**src/rtl/core/clcd_pkg.sv**
```systemverilog
// Shared types, constants and the microcode table for the LCD nibble interface.
// No dependencies; the sequencer, datapath and top level import this package.
package clcd_pkg;

    localparam int PC_W = 7;

    // Program layout: the init program sits at 0..56, the byte program at 57..64.
    localparam logic [PC_W-1:0] PC_INIT = 7'd0;
    localparam logic [PC_W-1:0] PC_BYTE = 7'd57;
    localparam logic [PC_W-1:0] PC_INIT_BYTES = 7'd17;
    localparam logic [PC_W-1:0] PC_INIT_LAST = 7'd56;
    localparam logic [PC_W-1:0] PC_BYTE_LAST = 7'd64;

    localparam logic [7:0] CMD_SET_DDRAM = 8'h80;
    localparam logic [7:0] DDRAM_ROW1 = 8'h40;

    localparam logic [3:0] HOLD_PHASE = 4'd1;
    localparam logic [3:0] HOLD_POWER_UP = 4'd15;
    localparam logic [3:0] HOLD_NONE = 4'd0;

    localparam logic [7:0] INIT_BYTES [5] = '{8'h28, 8'h08, 8'h01, 8'h02, 8'h0C};
    localparam logic [3:0] INIT_NIBS [4] = '{4'h3, 4'h3, 4'h3, 4'h2};
    localparam logic [3:0] INIT_WAITS [4] = '{4'd5, 4'd1, 4'd1, 4'd1};

    typedef enum logic [1:0] {
        REQ_INIT   = 2'd0,
        REQ_CMD    = 2'd1,
        REQ_CHAR   = 2'd2,
        REQ_CURSOR = 2'd3
    } t_req;

    typedef enum logic [2:0] {
        OP_WAIT,
        OP_RS,
        OP_EN_HI,
        OP_DATA,
        OP_EN_LO
    } t_op;

    typedef enum logic [1:0] {
        NSRC_CONST,
        NSRC_HI,
        NSRC_LO
    } t_nsrc;

    typedef struct packed {
        t_op        op;
        t_nsrc      nsrc;
        logic [3:0] nib;
        logic [3:0] hold;
        logic       rs_req;   // RS comes from the request rather than zero
        logic       last;     // final word of a program
    } t_cw;

    typedef struct packed {
        logic       adv;      // issue the current word this cycle
        t_cw        cw;
        logic       ld;       // load byte and RS mode from an accepted request
        logic       ld_rs;
        logic [7:0] ld_byte;
    } t_ctl;

    typedef struct packed {
        logic            busy;
        logic [PC_W-1:0] pc;
    } t_seq_stat;

    function automatic t_op phase_op(input logic [1:0] ph);
        t_op o;
        case (ph)
            2'd0:    o = OP_RS;
            2'd1:    o = OP_EN_HI;
            2'd2:    o = OP_DATA;
            default: o = OP_EN_LO;
        endcase
        return o;
    endfunction

    // Microcode ROM, one control word per pin phase.
    function automatic t_cw rom_word(input logic [PC_W-1:0] a);
        t_cw w;
        logic [PC_W-1:0] r;
        logic [1:0] ph;
        logic [1:0] ni;
        logic [2:0] bi;
        w = '{op: OP_WAIT, nsrc: NSRC_CONST, nib: 4'h0, hold: HOLD_PHASE,
              rs_req: 1'b0, last: 1'b0};
        r = '0;
        if (a == PC_INIT) begin
            w.hold = HOLD_POWER_UP;
        end else if (a < PC_INIT_BYTES) begin
            r = a - 7'd1;
            ph = r[1:0];
            ni = r[3:2];
            w.op = phase_op(ph);
            w.nib = INIT_NIBS[ni];
            if (ph == 2'd3) begin
                w.hold = INIT_WAITS[ni];
            end
        end else if (a <= PC_INIT_LAST) begin
            r = a - PC_INIT_BYTES;
            ph = r[1:0];
            bi = r[5:3];
            w.op = phase_op(ph);
            w.nib = r[2] ? INIT_BYTES[bi][3:0] : INIT_BYTES[bi][7:4];
            if (ph == 2'd3) begin
                w.hold = (r[2] && bi < 3'd4) ? HOLD_PHASE : HOLD_NONE;
            end
            w.last = (a == PC_INIT_LAST);
        end else if (a <= PC_BYTE_LAST) begin
            r = a - PC_BYTE;
            ph = r[1:0];
            w.op = phase_op(ph);
            w.nsrc = r[2] ? NSRC_LO : NSRC_HI;
            w.rs_req = 1'b1;
            if (ph == 2'd3) begin
                w.hold = HOLD_NONE;
            end
            w.last = (a == PC_BYTE_LAST);
        end else begin
            w.last = 1'b1;
        end
        return w;
    endfunction

endpackage

```
**src/rtl/core/clcd_req_if.sv**
```systemverilog
// Request channel: valid/ready handshake carrying one LCD request per beat.
// Depends on nothing.
interface clcd_req_if;
    logic       valid;
    logic       ready;
    logic [1:0] req_type;
    logic [7:0] byte_value;
    logic [1:0] cursor_row;
    logic [4:0] cursor_column;

    modport source (output valid, req_type, byte_value, cursor_row, cursor_column,
                    input ready);
    modport sink (input valid, req_type, byte_value, cursor_row, cursor_column,
                  output ready);
endinterface

```
**src/rtl/core/clcd_res_if.sv**
```systemverilog
// Result channel: valid/ready handshake carrying one pin phase per beat.
// Depends on nothing.
interface clcd_res_if;
    logic       valid;
    logic       ready;
    logic       rs_pin;
    logic       enable_pin;
    logic [3:0] data_pins;
    logic [3:0] hold_ms;
    logic       last_phase;

    modport source (output valid, rs_pin, enable_pin, data_pins, hold_ms, last_phase,
                    input ready);
    modport sink (input valid, rs_pin, enable_pin, data_pins, hold_ms, last_phase,
                  output ready);
endinterface

```
**src/rtl/core/char_lcd_nibble_interface_unit.sv**
```systemverilog
// Character LCD 4-bit bus interface: top level.
// Depends on clcd_pkg, clcd_req_if, clcd_res_if, clcd_seq and clcd_datapath.
//
// Usage:
//   i_req takes one request per beat: power-up init, command byte, character
//   byte or cursor move (row/column). o_res gives one beat per pin phase with
//   the RS, enable and data levels after that phase and the time in ms to hold
//   it; last_phase marks the final beat of a request.
//   A nibble is four phases (RS, enable high, data, enable low); a byte is two
//   nibbles, high first, so 8 beats. Init is a 15 ms wait, four single nibbles
//   and five bytes: 57 beats. A cursor move outside the display gives no beats.
//   An accepted request loads the step counter, and each issued word is then
//   registered into the result register. One beat is issued per cycle from the
//   microcode step counter while the sink does not stall.
//   i_req.ready is high only while the sequencer is idle; the next request may
//   be taken while the final beat of the previous one still waits in o_res.
//   A stall on o_res freezes the step counter and the pins; nothing is lost.
//   Reset (synchronous, active low) clears pin levels to zero and the
//   sequencer to idle. The real-time holds are the downstream timer's job.
module char_lcd_nibble_interface_unit #(
    parameter int DISPLAY_ROWS    = 2,
    parameter int DISPLAY_COLUMNS = 16
) (
    input  logic       i_clk,
    input  logic       i_rst_n,
    clcd_req_if.sink   i_req,
    clcd_res_if.source o_res
);
    import clcd_pkg::*;

    t_ctl      ctl;
    t_seq_stat stat;
    logic      out_free;

    clcd_seq #(
        .DISPLAY_ROWS    (DISPLAY_ROWS),
        .DISPLAY_COLUMNS (DISPLAY_COLUMNS)
    ) u_seq (
        .i_clk      (i_clk),
        .i_rst_n    (i_rst_n),
        .i_req      (i_req),
        .i_out_free (out_free),
        .o_ctl      (ctl),
        .o_stat     (stat)
    );

    clcd_datapath u_dp (
        .i_clk      (i_clk),
        .i_rst_n    (i_rst_n),
        .i_ctl      (ctl),
        .o_out_free (out_free),
        .o_res      (o_res)
    );

    // a program's final word returns the sequencer to idle
    a_last_ends: assert property (@(posedge i_clk) disable iff (!i_rst_n)
        (ctl.adv && ctl.cw.last) |=> !stat.busy)
        else $error("sequencer still running after last phase");

    // an out-of-range cursor move must not start a program
    a_cursor_reject: assert property (@(posedge i_clk) disable iff (!i_rst_n)
        (i_req.valid && i_req.ready && (i_req.req_type == REQ_CURSOR)
         && ({1'b0, i_req.cursor_row} >= 3'(DISPLAY_ROWS)))
        |=> !stat.busy)
        else $error("rejected cursor move started a program");

    // step counter stays inside the program
    a_pc_range: assert property (@(posedge i_clk) disable iff (!i_rst_n)
        stat.busy |-> (stat.pc <= PC_BYTE_LAST))
        else $error("step counter beyond the microcode table");

    // beats are only issued when the result register can take them
    a_no_overrun: assert property (@(posedge i_clk) disable iff (!i_rst_n)
        ctl.adv |-> (out_free && stat.busy))
        else $error("phase issued into a full result register");
endmodule

```
**src/rtl/core/clcd_seq.sv**
```systemverilog
// Microcode sequencer: request dispatch, step counter and ROM fetch.
// Depends on clcd_pkg and clcd_req_if.
module clcd_seq #(
    parameter int DISPLAY_ROWS    = 2,
    parameter int DISPLAY_COLUMNS = 16
) (
    input  logic                i_clk,
    input  logic                i_rst_n,
    clcd_req_if.sink            i_req,
    input  logic                i_out_free,
    output clcd_pkg::t_ctl      o_ctl,
    output clcd_pkg::t_seq_stat o_stat
);
    import clcd_pkg::*;

    localparam logic [2:0] ROWS_L = 3'(DISPLAY_ROWS);
    localparam logic [5:0] COLS_L = 6'(DISPLAY_COLUMNS);

    typedef enum logic [1:0] {
        S_IDLE = 2'b01,
        S_RUN  = 2'b10
    } t_state;

    t_state          r_state, n_state;
    logic [PC_W-1:0] r_pc, n_pc;
    logic            acc;
    logic            cursor_ok;
    t_req            req;
    t_cw             cw;

    assign i_req.ready = (r_state == S_IDLE);
    assign acc         = i_req.valid && i_req.ready;
    assign req         = t_req'(i_req.req_type);
    assign cursor_ok   = ({1'b0, i_req.cursor_row} < ROWS_L)
                      && ({1'b0, i_req.cursor_column} < COLS_L);
    assign cw          = rom_word(r_pc);

    always_comb begin
        n_state       = r_state;
        n_pc          = r_pc;
        o_ctl.adv     = 1'b0;
        o_ctl.cw      = cw;
        o_ctl.ld      = 1'b0;
        o_ctl.ld_rs   = 1'b0;
        o_ctl.ld_byte = i_req.byte_value;
        case (r_state)
            S_IDLE: begin
                if (acc) begin
                    case (req)
                        REQ_INIT: begin
                            n_pc    = PC_INIT;
                            n_state = S_RUN;
                        end
                        REQ_CMD, REQ_CHAR: begin
                            n_pc        = PC_BYTE;
                            n_state     = S_RUN;
                            o_ctl.ld    = 1'b1;
                            o_ctl.ld_rs = (req == REQ_CHAR);
                        end
                        default: begin
                            // out-of-range cursor: dropped, no phases
                            if (cursor_ok) begin
                                n_pc          = PC_BYTE;
                                n_state       = S_RUN;
                                o_ctl.ld      = 1'b1;
                                o_ctl.ld_byte = CMD_SET_DDRAM
                                    | ((i_req.cursor_row != 2'd0) ? DDRAM_ROW1 : 8'h00)
                                    | {3'b000, i_req.cursor_column};
                            end
                        end
                    endcase
                end
            end
            S_RUN: begin
                if (i_out_free) begin
                    o_ctl.adv = 1'b1;
                    n_pc      = r_pc + 7'd1;
                    if (cw.last) begin
                        n_state = S_IDLE;
                    end
                end
            end
            default: n_state = S_IDLE;
        endcase
    end

    always_ff @(posedge i_clk) begin
        if (!i_rst_n) begin
            r_state <= S_IDLE;
            r_pc    <= PC_INIT;
        end else begin
            r_state <= n_state;
            r_pc    <= n_pc;
        end
    end

    assign o_stat.busy = (r_state == S_RUN);
    assign o_stat.pc   = r_pc;
endmodule

```
**src/rtl/core/clcd_datapath.sv**
```systemverilog
// Pin datapath: RS/enable/bus levels, request byte and the result register.
// Depends on clcd_pkg and clcd_res_if.
module clcd_datapath (
    input  logic           i_clk,
    input  logic           i_rst_n,
    input  clcd_pkg::t_ctl i_ctl,
    output logic           o_out_free,
    clcd_res_if.source     o_res
);
    import clcd_pkg::*;

    logic       r_rs, r_en;
    logic [3:0] r_bus;
    logic [7:0] r_byte;
    logic       r_rs_mode;
    logic       r_valid;
    logic [3:0] r_hold;
    logic       r_last;
    logic [3:0] nib;

    assign o_out_free = !r_valid || o_res.ready;

    always_comb begin
        case (i_ctl.cw.nsrc)
            NSRC_HI: nib = r_byte[7:4];
            NSRC_LO: nib = r_byte[3:0];
            default: nib = i_ctl.cw.nib;
        endcase
    end

    always_ff @(posedge i_clk) begin
        if (!i_rst_n) begin
            r_rs      <= 1'b0;
            r_en      <= 1'b0;
            r_bus     <= 4'h0;
            r_byte    <= 8'h00;
            r_rs_mode <= 1'b0;
            r_valid   <= 1'b0;
        end else begin
            if (i_ctl.ld) begin
                r_byte    <= i_ctl.ld_byte;
                r_rs_mode <= i_ctl.ld_rs;
            end
            if (i_ctl.adv) begin
                case (i_ctl.cw.op)
                    OP_RS:    r_rs  <= i_ctl.cw.rs_req && r_rs_mode;
                    OP_EN_HI: r_en  <= 1'b1;
                    OP_DATA:  r_bus <= nib;
                    OP_EN_LO: r_en  <= 1'b0;
                    default:  ;
                endcase
                r_valid <= 1'b1;
            end else if (o_res.ready) begin
                r_valid <= 1'b0;
            end
        end
    end

    always_ff @(posedge i_clk) begin
        if (i_ctl.adv) begin
            r_hold <= i_ctl.cw.hold;
            r_last <= i_ctl.cw.last;
        end
    end

    // pins only move when a beat is issued, so they equal the held beat's levels
    assign o_res.valid      = r_valid;
    assign o_res.rs_pin     = r_rs;
    assign o_res.enable_pin = r_en;
    assign o_res.data_pins  = r_bus;
    assign o_res.hold_ms    = r_hold;
    assign o_res.last_phase = r_last;
endmodule
```
**src/flat_wrapper.sv**
```systemverilog
// flat-port wrapper written by rule: the top's interface ports become plain ports
module char_lcd_nibble_interface_unit_flat import clcd_pkg::*;
#(
    parameter int DISPLAY_ROWS    = 2,
    parameter int DISPLAY_COLUMNS = 16
)
  (i_clk, i_rst_n, i_req_valid, i_req_req_type, i_req_byte_value, i_req_cursor_row, i_req_cursor_column, i_req_ready, o_res_valid, o_res_rs_pin, o_res_enable_pin, o_res_data_pins, o_res_hold_ms, o_res_last_phase, o_res_ready);
  clcd_req_if i_req_i ();
  clcd_res_if o_res_i ();
  input  logic i_clk;
  input  logic i_rst_n;
  input wire logic [$bits(i_req_i.valid)-1:0] i_req_valid;
  input wire logic [$bits(i_req_i.req_type)-1:0] i_req_req_type;
  input wire logic [$bits(i_req_i.byte_value)-1:0] i_req_byte_value;
  input wire logic [$bits(i_req_i.cursor_row)-1:0] i_req_cursor_row;
  input wire logic [$bits(i_req_i.cursor_column)-1:0] i_req_cursor_column;
  output wire logic [$bits(i_req_i.ready)-1:0] i_req_ready;
  output wire logic [$bits(o_res_i.valid)-1:0] o_res_valid;
  output wire logic [$bits(o_res_i.rs_pin)-1:0] o_res_rs_pin;
  output wire logic [$bits(o_res_i.enable_pin)-1:0] o_res_enable_pin;
  output wire logic [$bits(o_res_i.data_pins)-1:0] o_res_data_pins;
  output wire logic [$bits(o_res_i.hold_ms)-1:0] o_res_hold_ms;
  output wire logic [$bits(o_res_i.last_phase)-1:0] o_res_last_phase;
  input wire logic [$bits(o_res_i.ready)-1:0] o_res_ready;
  assign i_req_i.valid = i_req_valid;
  assign i_req_i.req_type = i_req_req_type;
  assign i_req_i.byte_value = i_req_byte_value;
  assign i_req_i.cursor_row = i_req_cursor_row;
  assign i_req_i.cursor_column = i_req_cursor_column;
  assign i_req_ready = i_req_i.ready;
  assign o_res_valid = o_res_i.valid;
  assign o_res_rs_pin = o_res_i.rs_pin;
  assign o_res_enable_pin = o_res_i.enable_pin;
  assign o_res_data_pins = o_res_i.data_pins;
  assign o_res_hold_ms = o_res_i.hold_ms;
  assign o_res_last_phase = o_res_i.last_phase;
  assign o_res_i.ready = o_res_ready;
  char_lcd_nibble_interface_unit #(.DISPLAY_ROWS(DISPLAY_ROWS), .DISPLAY_COLUMNS(DISPLAY_COLUMNS)) u_core (.i_clk(i_clk), .i_rst_n(i_rst_n), .i_req(i_req_i), .o_res(o_res_i));
endmodule
```
**config.mk**
```make
export PLATFORM = sky130hd
export DESIGN_NAME = char_lcd_nibble_interface_unit_flat
export DESIGN_NICKNAME = d
export VERILOG_FILES = /design/src/rtl/core/clcd_pkg.sv /design/src/rtl/core/clcd_req_if.sv /design/src/rtl/core/clcd_res_if.sv /design/src/rtl/core/char_lcd_nibble_interface_unit.sv /design/src/rtl/core/clcd_seq.sv /design/src/rtl/core/clcd_datapath.sv /design/src/flat_wrapper.sv
export SDC_FILE = /design/constraint.sdc
export NUM_CORES = 1
export LEC_CHECK = 0
export BUFFER_PORTS_ARGS = -buffer_cell sky130_fd_sc_hd__clkbuf_2
export CAP_MARGIN = 20
export CORE_ASPECT_RATIO = 1.2
export CORE_MARGIN = 2
export CORE_UTILIZATION = 45
export DETAILED_ROUTE_END_ITERATION = 8
export GPL_TIMING_DRIVEN = 0
export PLACE_DENSITY = 0.66
export SETUP_SLACK_MARGIN = 0.4
export SLEW_MARGIN = 10
export SYNTH_ARGS = -nofsm -noshare
export SYNTH_HDL_FRONTEND = slang
export SYNTH_SLANG_ARGS = --single-unit
```
**constraint.sdc**
```tcl
create_clock -name i_clk -period 4.5 [get_ports i_clk]
set_input_delay 0.45 -clock i_clk [delete_from_list [all_inputs] [get_ports i_clk]]
set_output_delay 0.45 -clock i_clk [all_outputs]
set_load 0.02 [all_outputs]
```
**Word level (Yosys, flattened, before mapping)**

Memories as Yosys holds them, arrays and structs flattened.
Cells that the tools add are included.

- Bits in read-only memories: 64
- Input port bits: 21
- Logic and storage cells: 131
- Output and inout port bits: 13
- Memories kept: 1
- Bits in registers: 30

- Bitwise gates (word level): 3
- Muxes and demuxes: 57
- Equality and inequality tests: 26
- Order comparisons: 8
- Add/subtract/negate cells: 4
- Reductions and logical operators: 22

Memory list:

| memory | depth | width | rd ports | clocked after memory_dff | wr ports | line | text |
|---|---|---|---|---|---|---|---|
| (name not given) | 8 | 8 | 1 | 0 | 0 | clcd_pkg.sv:105 | `w.nib = r[2] ? INIT_BYTES[bi][3:0] : INIT_BYTES[bi][7:4];` |

Operators with widths:

| kind | count |
|---|---|
| $mux 8 | 5 |
| $mux 4 | 8 |
| $mux 7 | 4 |
| $pmux 7 s2 | 2 |
| $pmux 3 s3 | 3 |
| $mux 2 | 11 |
| $mux 10 | 2 |
| $eq 2x2->1 const B | 9 |
| $bmux 4 s2 | 2 |
| $eq 2x1->1 const B | 6 |
| $mux 1 | 12 |
| $mux 9 | 1 |
| $logic_not 2->1 | 4 |
| $or 8x5->8 | 1 |
| $pmux 4 s2 | 1 |
| $reduce_and 4->1 | 2 |
| $reduce_bool 2->1 | 4 |
| $add 7x1->7 const B | 1 |
| $eq 7x6->1 const B | 1 |
| $eq 7x7->1 const B | 1 |
| $le 7x6->1 const B | 1 |
| $le 7x7->1 const B | 1 |
| $logic_not 7->1 | 1 |
| $lt 7x5->1 const B | 1 |
| other kinds (27) | 36 |

**Depth between registers and ports, before layout**

Gate-level depths: netlist (run 1).

- Word-level depth: 12
- Mapped depth: 13
- Depth with buffers taken out: 11

**Cells and area by module**

A second synthesis (run 1) with hierarchy kept.

- Cell total of the unflattened synthesis: 246
- Area total of the unflattened synthesis: 2094.5 sq um

By module, submodules not included:

| module | sequential area each (sq um) | times used | cells an instance | area an instance (sq um) |
|---|---|---|---|---|
| clcd_seq | 180.2 | 1 | 165 | 1216.2 |
| clcd_datapath | 470.5 | 1 | 81 | 878.3 |

**Worst setup path after synthesis (run 1)**

OpenSTA, ideal clock, no wires.

- Path kind: register -> register
- Start: register u_core.u_seq.r_pc[0]
- End: register u_core.u_dp.r_bus[1], in the netlist u_core.u_dp.o_res.data_pins[1]
- Data required time: 4409 ps
- Data arrival time: 2810 ps
- Clock period less this slack: 2901 ps
- Setup time: 91 ps
- Path buffers: 3
- Slack: 1599 ps
- Cell stages (with the launch flop): 14
- Cell sequence: dfxtp_1 buf_2 inv_1 ha_1 buf_2 nand2b_1 mux2i_4 nand2_1 ha_1 buf_1 nor3b_1 and3_1 o21ba_2 a311oi_1

- Cells in the longest elaborated chain, start to end: 10
- Elaborated cells on any way between the ends: 42
- Classes of those cells: add/sub (3); order compare (3); eq/ne (9); mux (19); bitwise (2); reduce/logical (5); memory (1)

Ends and longest elaborated chain:

| element | line | text |
|---|---|---|
| start: declaration | clcd_seq.sv:25 | `logic [PC_W-1:0] r_pc, n_pc;` |
| start signal: assignment | clcd_seq.sv:93 | `r_pc <= n_pc;` |
| $sub 6x5->6 | clcd_pkg.sv:101 | `r = a - PC_INIT_BYTES;` |
| $not 3->4 (implied by the code) | clcd_pkg.sv:105 |  |
| $mem_v2 8x8 | n/a |  |
| $mux 8 (implied by the code) (2 in a row) | clcd_pkg.sv:105 |  |
| $mux 4 | clcd_pkg.sv:105 |  |
| $mux 4 | clcd_pkg.sv:100 | `end else if (a <= PC_INIT_LAST) begin` |
| $mux 8 | clcd_pkg.sv:91 | `end else if (a < PC_INIT_BYTES) begin` |
| $mux 9 * | clcd_pkg.sv:89 | `if (a == PC_INIT) begin` |
| $pmux 4 s2 | clcd_datapath.sv:24 | `case (i_ctl.cw.nsrc)` |
| end signal: assignment | clcd_datapath.sv:48 | `OP_DATA: r_bus <= nib;` |
| end: declaration | clcd_datapath.sv:13 | `logic [3:0] r_bus;` |

Mark *: on every way between the ends. The rest lies on a longest branch, timed or not. The select of a mux whose other input is x is not followed.
A chain may end at the register's enable or synchronous reset.

**Final worst setup path (run 1)**

Ends and elaborated chain as after synthesis.

==> results of run 1 <==
## worst min-delay path by stage
stage                     startpoint               endpoint  slack [ns]
3_3_place_gp   u_core.u_dp.r_rs_mode  u_core.u_dp.r_rs_mode        0.45
6_report         i_req_byte_value[5]  u_core.u_dp.r_byte[5]        0.38
4_1_cts          i_req_byte_value[5]  u_core.u_dp.r_byte[5]        0.38
5_1_grt          i_req_byte_value[5]  u_core.u_dp.r_byte[5]        0.40
2_1_floorplan  u_core.u_dp.r_byte[4]  u_core.u_dp.r_byte[4]        0.43
3_5_place_dp   u_core.u_dp.r_rs_mode  u_core.u_dp.r_rs_mode        0.46
## cells by family after synthesis
group	share of synthesized area, %
xor+xnor	1.28
mux	2.07
compound gates	27.9
buf+inv	6.94
fa+ha+maj	7.79
simple gates	23.8
flops	30.2
## critical path, cell delays in order (launching register included)
cell and delay [ns]:
dfxtp_1 0.38, buf_2 0.24, inv_1 0.11, ha_1 0.20, buf_2 0.16, nand2b_1 0.23
mux2i_4 0.36, nand2_1 0.11, ha_1 0.28, buf_1 0.26, nor3b_1 0.27, and3_1 0.23
o21ba_2 0.17, a311oi_1 0.23
## cell usage after synthesis, drive strengths merged (2+ instances only)
master  instances  share of area [%]
o211a           2               0.97
nand3          10                2.4
o32ai           2               0.85
a31oi           2               0.61
or2             5                1.6
inv            15                2.7
a21boi          2               0.73
a21oi          24                5.8
dfxtp          25                 24
edfxtp          4                5.8
o21ai           9                2.2
nand4           3               0.91
nor2b           7                2.1
nand4b          5                2.1
o32a            2               0.97
and3            3               0.91
xnor2           3                1.3
and2            3                1.0
or4b            2                1.3
ha             12                7.3
nand2b          4                1.2
mux2i           3                2.1
buf             7                2.0
a41oi           2               0.85
nor3b           2               0.73
a211oi          2               0.73
a22oi           9                3.3
clkbuf         11                2.0
o31ai           2               0.73
a311oi          5                2.1
o22ai           5                1.5
nor2           17                3.1
nand2          24                4.4
a21o            5                1.8
## final cells by class
class                      count  area share [%]
multi-input combinational    191            54.1
sequential                    29            26.0
timing repair buffer          32            6.71
clock buffer                   7            4.04
buffer                        18            3.46
tap                           56            2.94
inverter                      16            2.52
clock inverter                 1           0.210
## power groups by stage
stage / Combinational, W / Sequential [W] / Clock (W)
detailed placement: 0.000719 / 0.000349 / 0
floorplan: 0.000563 / 0.000351 / 0
CTS: 0.000722 / 0.000344 / 0.000247
finish: 0.000731 / 0.000344 / 0.000241
global placement: 0.000714 / 0.000348 / 0
global route: 0.000816 / 0.000350 / 0.000255
## routing by layer
metal / track usage (%) / vias up / part of all wire (%)
li1: - / 1006 / -
met1: 26.4 / 908 / 44
met2: 34.2 / 59 / 48
met3: 3.44 / 10 / 5.2
met4: 9.38 / 0 / 2.5
met5: 0 / - / 0
## per-stage QoR
stage                     worst slack [ns]  total power, W  hold slack [ns]
after floorplan                       1.60        0.000914            0.434
after global placement                1.22         0.00106            0.453
after detailed placement              1.18         0.00107            0.457
after CTS                             1.17         0.00131            0.378
after global routing                 0.917         0.00142            0.395
final                                 1.17         0.00132            0.381
## flip-flops by register name (all words and copies together) (netlist names)
register and cells:
u_core.u_dp.r_byte 8, u_core.u_seq.r_pc 7, u_core.u_dp.o_res.data_pins 4, u_core.u_dp.o_res.hold_ms 3, u_core.u_seq.r_state 2, u_core.u_dp.o_res.enable_pin 1
u_core.u_dp.o_res.last_phase 1, u_core.u_dp.o_res.rs_pin 1, u_core.u_dp.o_res.valid 1, u_core.u_dp.r_rs_mode 1
==> flow_summary.json, run 1 <==
{
  "synth-seq-cells": 29,
  "wl_per_cell_um": 14.0,
  "switchingPower_w": 0.000566,
  "synth-edff-count": 4,
  "p_int_w": 0.000750,
  "die_y_um": 78.0,
  "port_buffers": 32,
  "endpoint": "u_core.u_dp.o_res.data_pins[1]",
  "instances_no_fill": 350,
  "regArea_sq_um": 621,
  "std_cell_rows": 26,
  "place_inst": 342,
  "multi_input_area_sq_mm": 0.00129,
  "skew_ns": 0.00700,
  "crit_type": "reg -> reg",
  "routed-via-count": 1983,
  "coreArea_sq_mm": 0.00433,
  "routed_wl_um": 4910,
  "dieArea_sq_mm": 0.00513,
  "first_pass_iters": 4,
  "nNetsFinal": 326,
  "clock-sinks": 29,
  "final_cell_mix": "clkbuf_2, dfxtp_1, nand2_1, a21oi_1, nor2_1",
  "cp.required_ns": 4.70,
  "leakage_nw": 0.994,
  "grt_usage_pct": 20.8,
  "cts.clk_slew.worst_paths_ns": 0.07,
  "syn_area_per_cell_sq_um": 8.09,
  "ctsResizeCount": 0,
  "setup-violations-final": 0,
  "relSlewSlack_pct": 38.7,
  "dp_hpwl_um": 3720,
  "grt-ovfl-total": 0,
  "status": "finished clean",
  "placed_area_sq_mm": 0.00229,
  "layout_commonest_cell": "clkbuf_2",
  "cts_tree": "yes",
  "cts_root_buf": "clkbuf_8",
  "tightest_slew_ns": 0.917,
  "cts.path.max_buffers": 2,
  "synth_fp_nets": 287,
  "r2r-start": "u_core.u_seq.r_pc[0]",
  "hold_buffers": 0,
  "design_area_sq_mm": 0.00239,
  "cts_setup_buffers": 0,
  "synth.distinct_cells": 58,
  "critPathCaptureType": "flip-flop",
  "fill_cells": 429,
  "grt_pass1_wl_um": 8390,
  "p_comb_share_pct": 55.6,
  "cts_inserted_buffers": 5,
  "rr_endpoint": "u_core.u_dp.o_res.data_pins[1]",
  "area_growth_pct": 16.1,
  "drive_gt1_share_pct": 19.4,
  "drt_iter0_drc": 81,
  "routed_via_density": 5.67,
  "grt_start_max_net_pins": 11,
  "routabilityCongestion": 0.873,
  "first_global_vias": 1825,
  "netlist_area_sq_mm": 0.00206,
  "whs_path_depth": 3,
  "die_w_um": 65.7,
  "antenna_left": 0,
  "irDropWorstVdd_mv": 0.318,
  "n_antenna_cell": 0,
  "crit_start": "u_core.u_seq.r_pc[0]",
  "power_density_mw_per_mm2": 551,
  "switching_share_pct": 43.0,
  "fin_tns_setup_ns": 0,
  "synthArstFlopShare_pct": 0,
  "r2r_slack_ns": 1.17,
  "grt_antenna_before_repair": 0,
  "ys_warn_count": 0,
  "cts-htree-levels": 2,
  "clock_latency_ns": 0.29,
  "top_level_ports": 34,
  "crit_path_start_kind": "flip-flop",
  "drcViolationCount": 0,
  "critPathMaxFanout": 10,
  "report.final.slew_viol_count": 0,
  "rsz0062_at_grt": "false",
  "ys_seq_area_share_pct": 30.2,
  "maxCapViolCount": 0,
  "floorplan.initialDensity_pct": 47.5,
  "hp-class": "in -> reg",
  "clock.fmax_ghz": 0.301,
  "finalHoldViolCount": 0,
  "ys_dominant_reg_cell": "dfxtp_1",
  "finalCritPeriodShare_pct": 73.9,
  "syn_inst": 254,
  "seqPwrFrac_pct": 26.1,
  "reg2reg_depth": 13,
  "final.min_clock_period_ns": 3.33,
  "crit_arrival_ns": 3.53,
  "fin_util_pct": 55.2,
  "clockPowerShare_pct": 18.3
}
No activity file was read; power rests on OpenSTA's default activity.
==> run 2, diff against run 1 <==
==> constraint.sdc (replaced) <==
create_clock -name i_clk -period 3.4 [get_ports i_clk]
set_input_delay 0.34 -clock i_clk [delete_from_list [all_inputs] [get_ports i_clk]]
set_output_delay 0.34 -clock i_clk [all_outputs]
set_load 0.02 [all_outputs]
==> run 2 against run 1 <==
Compared with the run above:
- non-clock buffer count rose by 1
- wire length is 2.4% higher
- worst setup slack got worse by 0.56 ns
- fmax rose by 19%
- worst hold slack got worse by 0.11 ns
- clock power rose by 32%
- critical path depth is the same
- clock-buffer cell count unchanged
- critical path type unchanged
==> flow_summary.json, run 2 (same netlist as run 1, synthesis figures left out) <==
{
  "status": "finished clean",
  "routed_wl_um": 5030,
  "switching_share_pct": 42.9,
  "r2r_slack_ns": 0.61,
  "finalHoldViolCount": 0,
  "first_global_vias": 1828,
  "hp-class": "in -> reg",
  "reg2reg_depth": 13,
  "grt-ovfl-total": 0,
  "dieArea_sq_mm": 0.00513,
  "r2r-start": "u_core.u_seq.r_pc[0]",
  "hold_buffers": 0,
  "fin_tns_setup_ns": 0,
  "cts_root_buf": "clkbuf_8",
  "area_growth_pct": 18.3,
  "dpl_worst_slack_ns": 0.0757,
  "cts_tree": "yes",
  "die_w_um": 65.7,
  "grt_pass1_wl_um": 8430,
  "setup-violations-final": 0,
  "fin_ws_ns": 0.614,
  "final.min_clock_period_ns": 2.79,
  "routabilityCongestion": 0.873,
  "clockPowerShare_pct": 17.9,
  "port_buffers": 32,
  "hold_start": "i_req_byte_value[5]",
  "nNetsFinal": 327,
  "layout_commonest_cell": "clkbuf_2",
  "grt_antenna_before_repair": 0,
  "critPathCaptureType": "flip-flop",
  "switchingPower_w": 0.000764,
  "finalCritPeriodShare_pct": 81.9,
  "grt_util_met3_pct": 3.44,
  "top_level_ports": 34,
  "cts.path.max_buffers": 2,
  "busiest_layer": "met2",
  "top_register": "u_core.u_dp.r_byte",
  "n_antenna_cell": 0,
  "drcViolationCount": 0,
  "fill_cells": 430,
  "power_density_mw_per_mm2": 733,
  "largest_register_ffs": 8,
  "dp_hpwl_um": 3720,
  "cts_inserted_buffers": 5,
  "std_cell_rows": 26,
  "grt_start_max_net_pins": 11,
  "rr_endpoint": "u_core.u_dp.o_res.data_pins[1]",
  "cts.clk_slew.worst_paths_ns": 0.07,
  "routed-via-count": 2019,
  "floorplan.initialDensity_pct": 47.5,
  "tightest_slew_ns": 0.904,
  "report.final.slew_viol_count": 0,
  "seqPwrFrac_pct": 25.9,
  "irDropWorstVdd_mv": 0.399,
  "drt_iter0_drc": 89,
  "drive_gt1_share_pct": 22.0,
  "leakage_nw": 1.02,
  "maxCapViolCount": 0,
  "p_int_w": 0.00102,
  "first_pass_iters": 4,
  "grt_usage_pct": 21.0,
  "antenna_left": 0,
  "endpoint": "u_core.u_dp.o_res.data_pins[1]",
  "gr-usage-met2_pct": 34.4,
  "coreArea_sq_mm": 0.00433,
  "cts-htree-levels": 2,
  "crit_path_start_kind": "flip-flop",
  "routed_via_density": 5.75,
  "final_cell_mix": "clkbuf_2, nand2_1, a21oi_1, dfxtp_1, nor2_1",
  "relSlewSlack_pct": 39.6,
  "clock.fmax_ghz": 0.359,
  "skew_ns": 0.00676,
  "clock_latency_ns": 0.29,
  "wl_per_cell_um": 14.3,
  "crit_type": "reg -> reg",
  "p_comb_share_pct": 56.2,
  "cp.required_ns": 3.60,
  "clock-sinks": 29,
  "crit_start": "u_core.u_seq.r_pc[0]",
  "rsz0062_at_grt": "false",
  "use_met1_pct": 26.7,
  "crit_arrival_ns": 2.99,
  "critPathMaxFanout": 10,
  "die_y_um": 78.0
}
run 2: worst min-delay path by stage:
stage          depth (start not counted)  slack, ns                     to
2_1_floorplan                          2       0.43  u_core.u_dp.r_byte[4]
3_3_place_gp                           2       0.45  u_core.u_dp.r_rs_mode
3_5_place_dp                           2       0.46  u_core.u_dp.r_rs_mode
4_1_cts                                3       0.27  u_core.u_dp.r_byte[5]
5_1_grt                                3       0.29  u_core.u_dp.r_byte[5]
6_report                               3       0.27  u_core.u_dp.r_byte[5]
run 2: layout make-up:
class	count	area [sq um]	area share, %
clock inverters	1	5.00	0.206
repair buffers	33	168	6.89
clock buffers	7	96.3	3.96
multi-input cells	191	1320	54.2
plain buffers	18	91.3	3.76
inverters	16	60.1	2.47
well taps	56	70.1	2.88
flip-flops and latches	29	623	25.6
run 2: timing repair:
item,in CTS,in global routing
setup endpoints to repair,3,2
setup buffers,1,0
resized for setup,5,8
run 2: routing by layer:
metal | part of all wire (%) | vias up
met5 | 0 | -
met4 | 1.7 | 0
met3 | 5.8 | 11
met2 | 49 | 71
met1 | 44 | 928
li1 | - | 1009
run 2: power groups by stage:
stage / Combinational [W] / Sequential (W) / Clock [W]
6_report: 0.00100 / 0.000461 / 0.000319
5_1_grt: 0.00111 / 0.000469 / 0.000338
4_1_cts: 0.000964 / 0.000455 / 0.000326
3_5_place_dp: 0.000951 / 0.000462 / 0
3_3_place_gp: 0.000945 / 0.000461 / 0
2_1_floorplan: 0.000746 / 0.000464 / 0
run 2: per-stage QoR:
step	hold WS (ns)	util, %	total power [W]	cells	area (sq um)
6_report	0.271	56.2	0.00178	351	2430
5_1_grt	0.285	56.2	0.00192	351	2430
4_1_cts	0.268	55.6	0.00175	351	2400
3_5_place_dp	0.457	52.8	0.00141	342	2290
3_3_place_gp	0.453	52.8	0.00141	342	2290
2_1_floorplan	0.434	-	0.00121	254	2060
run 2: worst max-delay path, stage by stage, from the launching register on:
cell and delay, ns:
dfxtp_2 0.36, buf_6 0.15, inv_1 0.08, ha_1 0.19, buf_2 0.18, nand2b_4 0.12, mux2i_4 0.27, nand2_1 0.10
ha_1 0.28, buf_2 0.17, nor3b_4 0.20, and3_1 0.21, o21ba_2 0.17, a311oi_1 0.23
==> run 3, diff against run 2 <==
--- a/config.mk
+++ b/config.mk
@@ -12,7 +12,7 @@
 export CORE_UTILIZATION = 45
 export DETAILED_ROUTE_END_ITERATION = 8
 export GPL_TIMING_DRIVEN = 0
-export PLACE_DENSITY = 0.66
+export PLACE_DENSITY = 0.69
 export SETUP_SLACK_MARGIN = 0.4
 export SLEW_MARGIN = 10
 export SYNTH_ARGS = -nofsm -noshare
==> constraint.sdc (replaced) <==
create_clock -name i_clk -period 2.2 [get_ports i_clk]
set_input_delay 0.22 -clock i_clk [delete_from_list [all_inputs] [get_ports i_clk]]
set_output_delay 0.22 -clock i_clk [all_outputs]
set_load 0.02 [all_outputs]
==> run 3 against run 2 <==
Compared with the run above:
- the flow now finishes with violations (setup timing)
- wire length grew 19%
- sequential share of layout area decreased by 4.8 points
- sequential cell count is the same
- worst setup slack got worse by 0.96 ns
- clock skew up 0.0044 ns
- cell count grew 10%
- critical endpoint unchanged
- highest routed layer unchanged
==> flow_summary.json, run 3 (same netlist as run 1, synthesis figures left out) <==
{
  "status": "finished, violations left",
  "violations": "setup timing",
  "cts.clk_slew.worst_paths_ns": 0.07,
  "dieArea_sq_mm": 0.00513,
  "first_global_vias": 2038,
  "irDropWorstVdd_mv": 0.883,
  "rsz0062_at_grt": "true",
  "n_antenna_cell": 0,
  "finalHoldViolCount": 0,
  "critPathMaxFanout": 4,
  "top_register": "u_core.u_dp.r_byte",
  "nNetsFinal": 362,
  "grt_start_max_net_pins": 11,
  "routabilityCongestion": 0.898,
  "drive_gt1_share_pct": 46.4,
  "skew_ns": 0.0112,
  "coreArea_sq_mm": 0.00433,
  "top_level_ports": 34,
  "fin_tns_setup_ns": -1.23,
  "clock-sinks": 29,
  "placed_area_sq_mm": 0.00242,
  "die_y_um": 78.0,
  "grt_pass1_wl_um": 9380,
  "std_cell_rows": 26,
  "whs_path_depth": 3,
  "cts_inserted_buffers": 5,
  "hold_buffers": 0,
  "switchingPower_w": 0.00152,
  "clockPowerShare_pct": 13.2,
  "die_w_um": 65.7,
  "p_int_w": 0.00224,
  "port_buffers": 32,
  "seqPwrFrac_pct": 19.0,
  "cts.path.max_buffers": 2,
  "final.min_clock_period_ns": 2.55,
  "report.final.slew_viol_count": 0,
  "cp.required_ns": 2.41,
  "crit_type": "reg -> reg",
  "switching_share_pct": 40.4,
  "first_pass_iters": 4,
  "routed_via_density": 5.68,
  "antenna_left": 0,
  "design_area_sq_mm": 0.00304,
  "power_density_mw_per_mm2": 1240,
  "crit_arrival_ns": 2.75,
  "cts_tree": "yes",
  "grt-ovfl-total": 0,
  "r2r_slack_ns": -0.35,
  "floorplan.initialDensity_pct": 47.5,
  "tightest_slew_ns": 0.605,
  "setup-violations-final": 6,
  "layout_commonest_cell": "clkbuf_2",
  "finalCritPeriodShare_pct": 116,
  "routed-via-count": 2192,
  "hp-class": "in -> reg",
  "largest_register_ffs": 8,
  "cts_root_buf": "clkbuf_8",
  "leakage_nw": 1.27,
  "final_cell_mix": "clkbuf_2, buf_4, nand2_1, dfxtp_1, a21oi_1",
  "p_comb_share_pct": 67.8,
  "cts-htree-levels": 2,
  "fill_cells": 339,
  "fin_ws_ns": -0.346,
  "clock.fmax_ghz": 0.393,
  "regArea_sq_um": 632,
  "reg2reg_depth": 10,
  "critPathCaptureType": "flip-flop",
  "clock_latency_ns": 0.29,
  "relSlewSlack_pct": 59.7,
  "crit_path_start_kind": "flip-flop",
  "dp_hpwl_um": 3870,
  "routed_wl_um": 5980,
  "maxCapViolCount": 0,
  "grt_antenna_before_repair": 0,
  "grt_usage_pct": 23.5,
  "drt_iter0_drc": 129,
  "multi_input_area_sq_mm": 0.00156,
  "area_growth_pct": 47.9,
  "drcViolationCount": 0,
  "wl_per_cell_um": 15.5
}
[run 3: cell count changes in the layout (fill, tap and decap cells not counted), moves of 4 or more]
cell	change
buf_4	+24
buf_6	+14
a21oi_2	+7
clkbuf_2	+4
nand2_1	-4
clkbuf_1	-5
a21oi_1	-7
ha_4	+5
ha_1	-6
dfxtp_1	-5
dfxtp_2	+4
[run 3: path summary, 6_finish.rpt]
check	from	end
hold reg to reg	u_core.u_dp.r_byte[4]	u_core.u_dp.r_byte[4]
setup reg to reg	u_core.u_seq.r_pc[4]	u_core.u_dp.o_res.data_pins[1]
hold / removal	i_req_byte_value[5]	u_core.u_dp.r_byte[5]
setup / recovery	u_core.u_seq.r_pc[4]	u_core.u_dp.o_res.data_pins[1]
[run 3: power by group through the flow]
| stage | sequential (W) | combinational, W | clock [W] |
|---|---|---|---|
| after floorplan | 0.000732 | 0.00133 | 0 |
| after global placement | 0.000726 | 0.00163 | 0 |
| after detailed placement | 0.000728 | 0.00166 | 0 |
| after CTS | 0.000710 | 0.00197 | 0.000502 |
| after global routing | 0.000724 | 0.00273 | 0.000527 |
| final | 0.000714 | 0.00255 | 0.000497 |
[run 3: worst max-delay path, stage by stage, from the launching register on]
cell	delay, ns
dfxtp_2	0.31
buf_6	0.10
or4b_4	0.54
mux2i_4	0.27
nand2_4	0.09
ha_4	0.27
buf_6	0.09
buf_6	0.11
nand3_4	0.07
o32a_1	0.35
a311oi_2	0.26
[run 3: repair_timing]
| item | 4_1_cts | 5_1_grt |
|---|---|---|
| cloned | 0 | 1 |
| pin swaps | 20 | 21 |
| resized for setup | 32 | 39 |
| buffers inserted | 18 | 17 |
| hold endpoints to repair | 0 | 0 |
| setup endpoints to repair | 14 | 16 |
[run 3: cell type report]
class,count,area share [%]
flip-flops and latches,29,20.8
plain buffers,18,4.44
multi-input cells,191,51.4
repair buffers,68,15.5
clock inverters,1,0.165
well taps,56,2.30
clock buffers,7,3.17
inverters,16,2.22
[run 3: metal layers]
layer	vias up	wire, um	GRT usage (%)	part of all wire [%]
li1	1076	-	-	-
met2	81	3050	39.4	51
met4	0	118	11.7	2.0
met5	-	0	0	0
met3	12	334	4.87	5.6
met1	1023	2480	28.0	41
[run 3: stage by stage]
stage	util (%)	setup slack, ns	instances	power, W	hold WS (ns)
2_1_floorplan	-	-0.185	254	0.00206	0.354
6_report	70.3	-0.346	386	0.00376	0.152
3_3_place_gp	56.0	-0.374	342	0.00236	0.445
4_1_cts	64.1	-0.309	368	0.00318	0.152
5_1_grt	70.3	-0.403	386	0.00398	0.170
3_5_place_dp	56.0	-0.427	342	0.00239	0.453
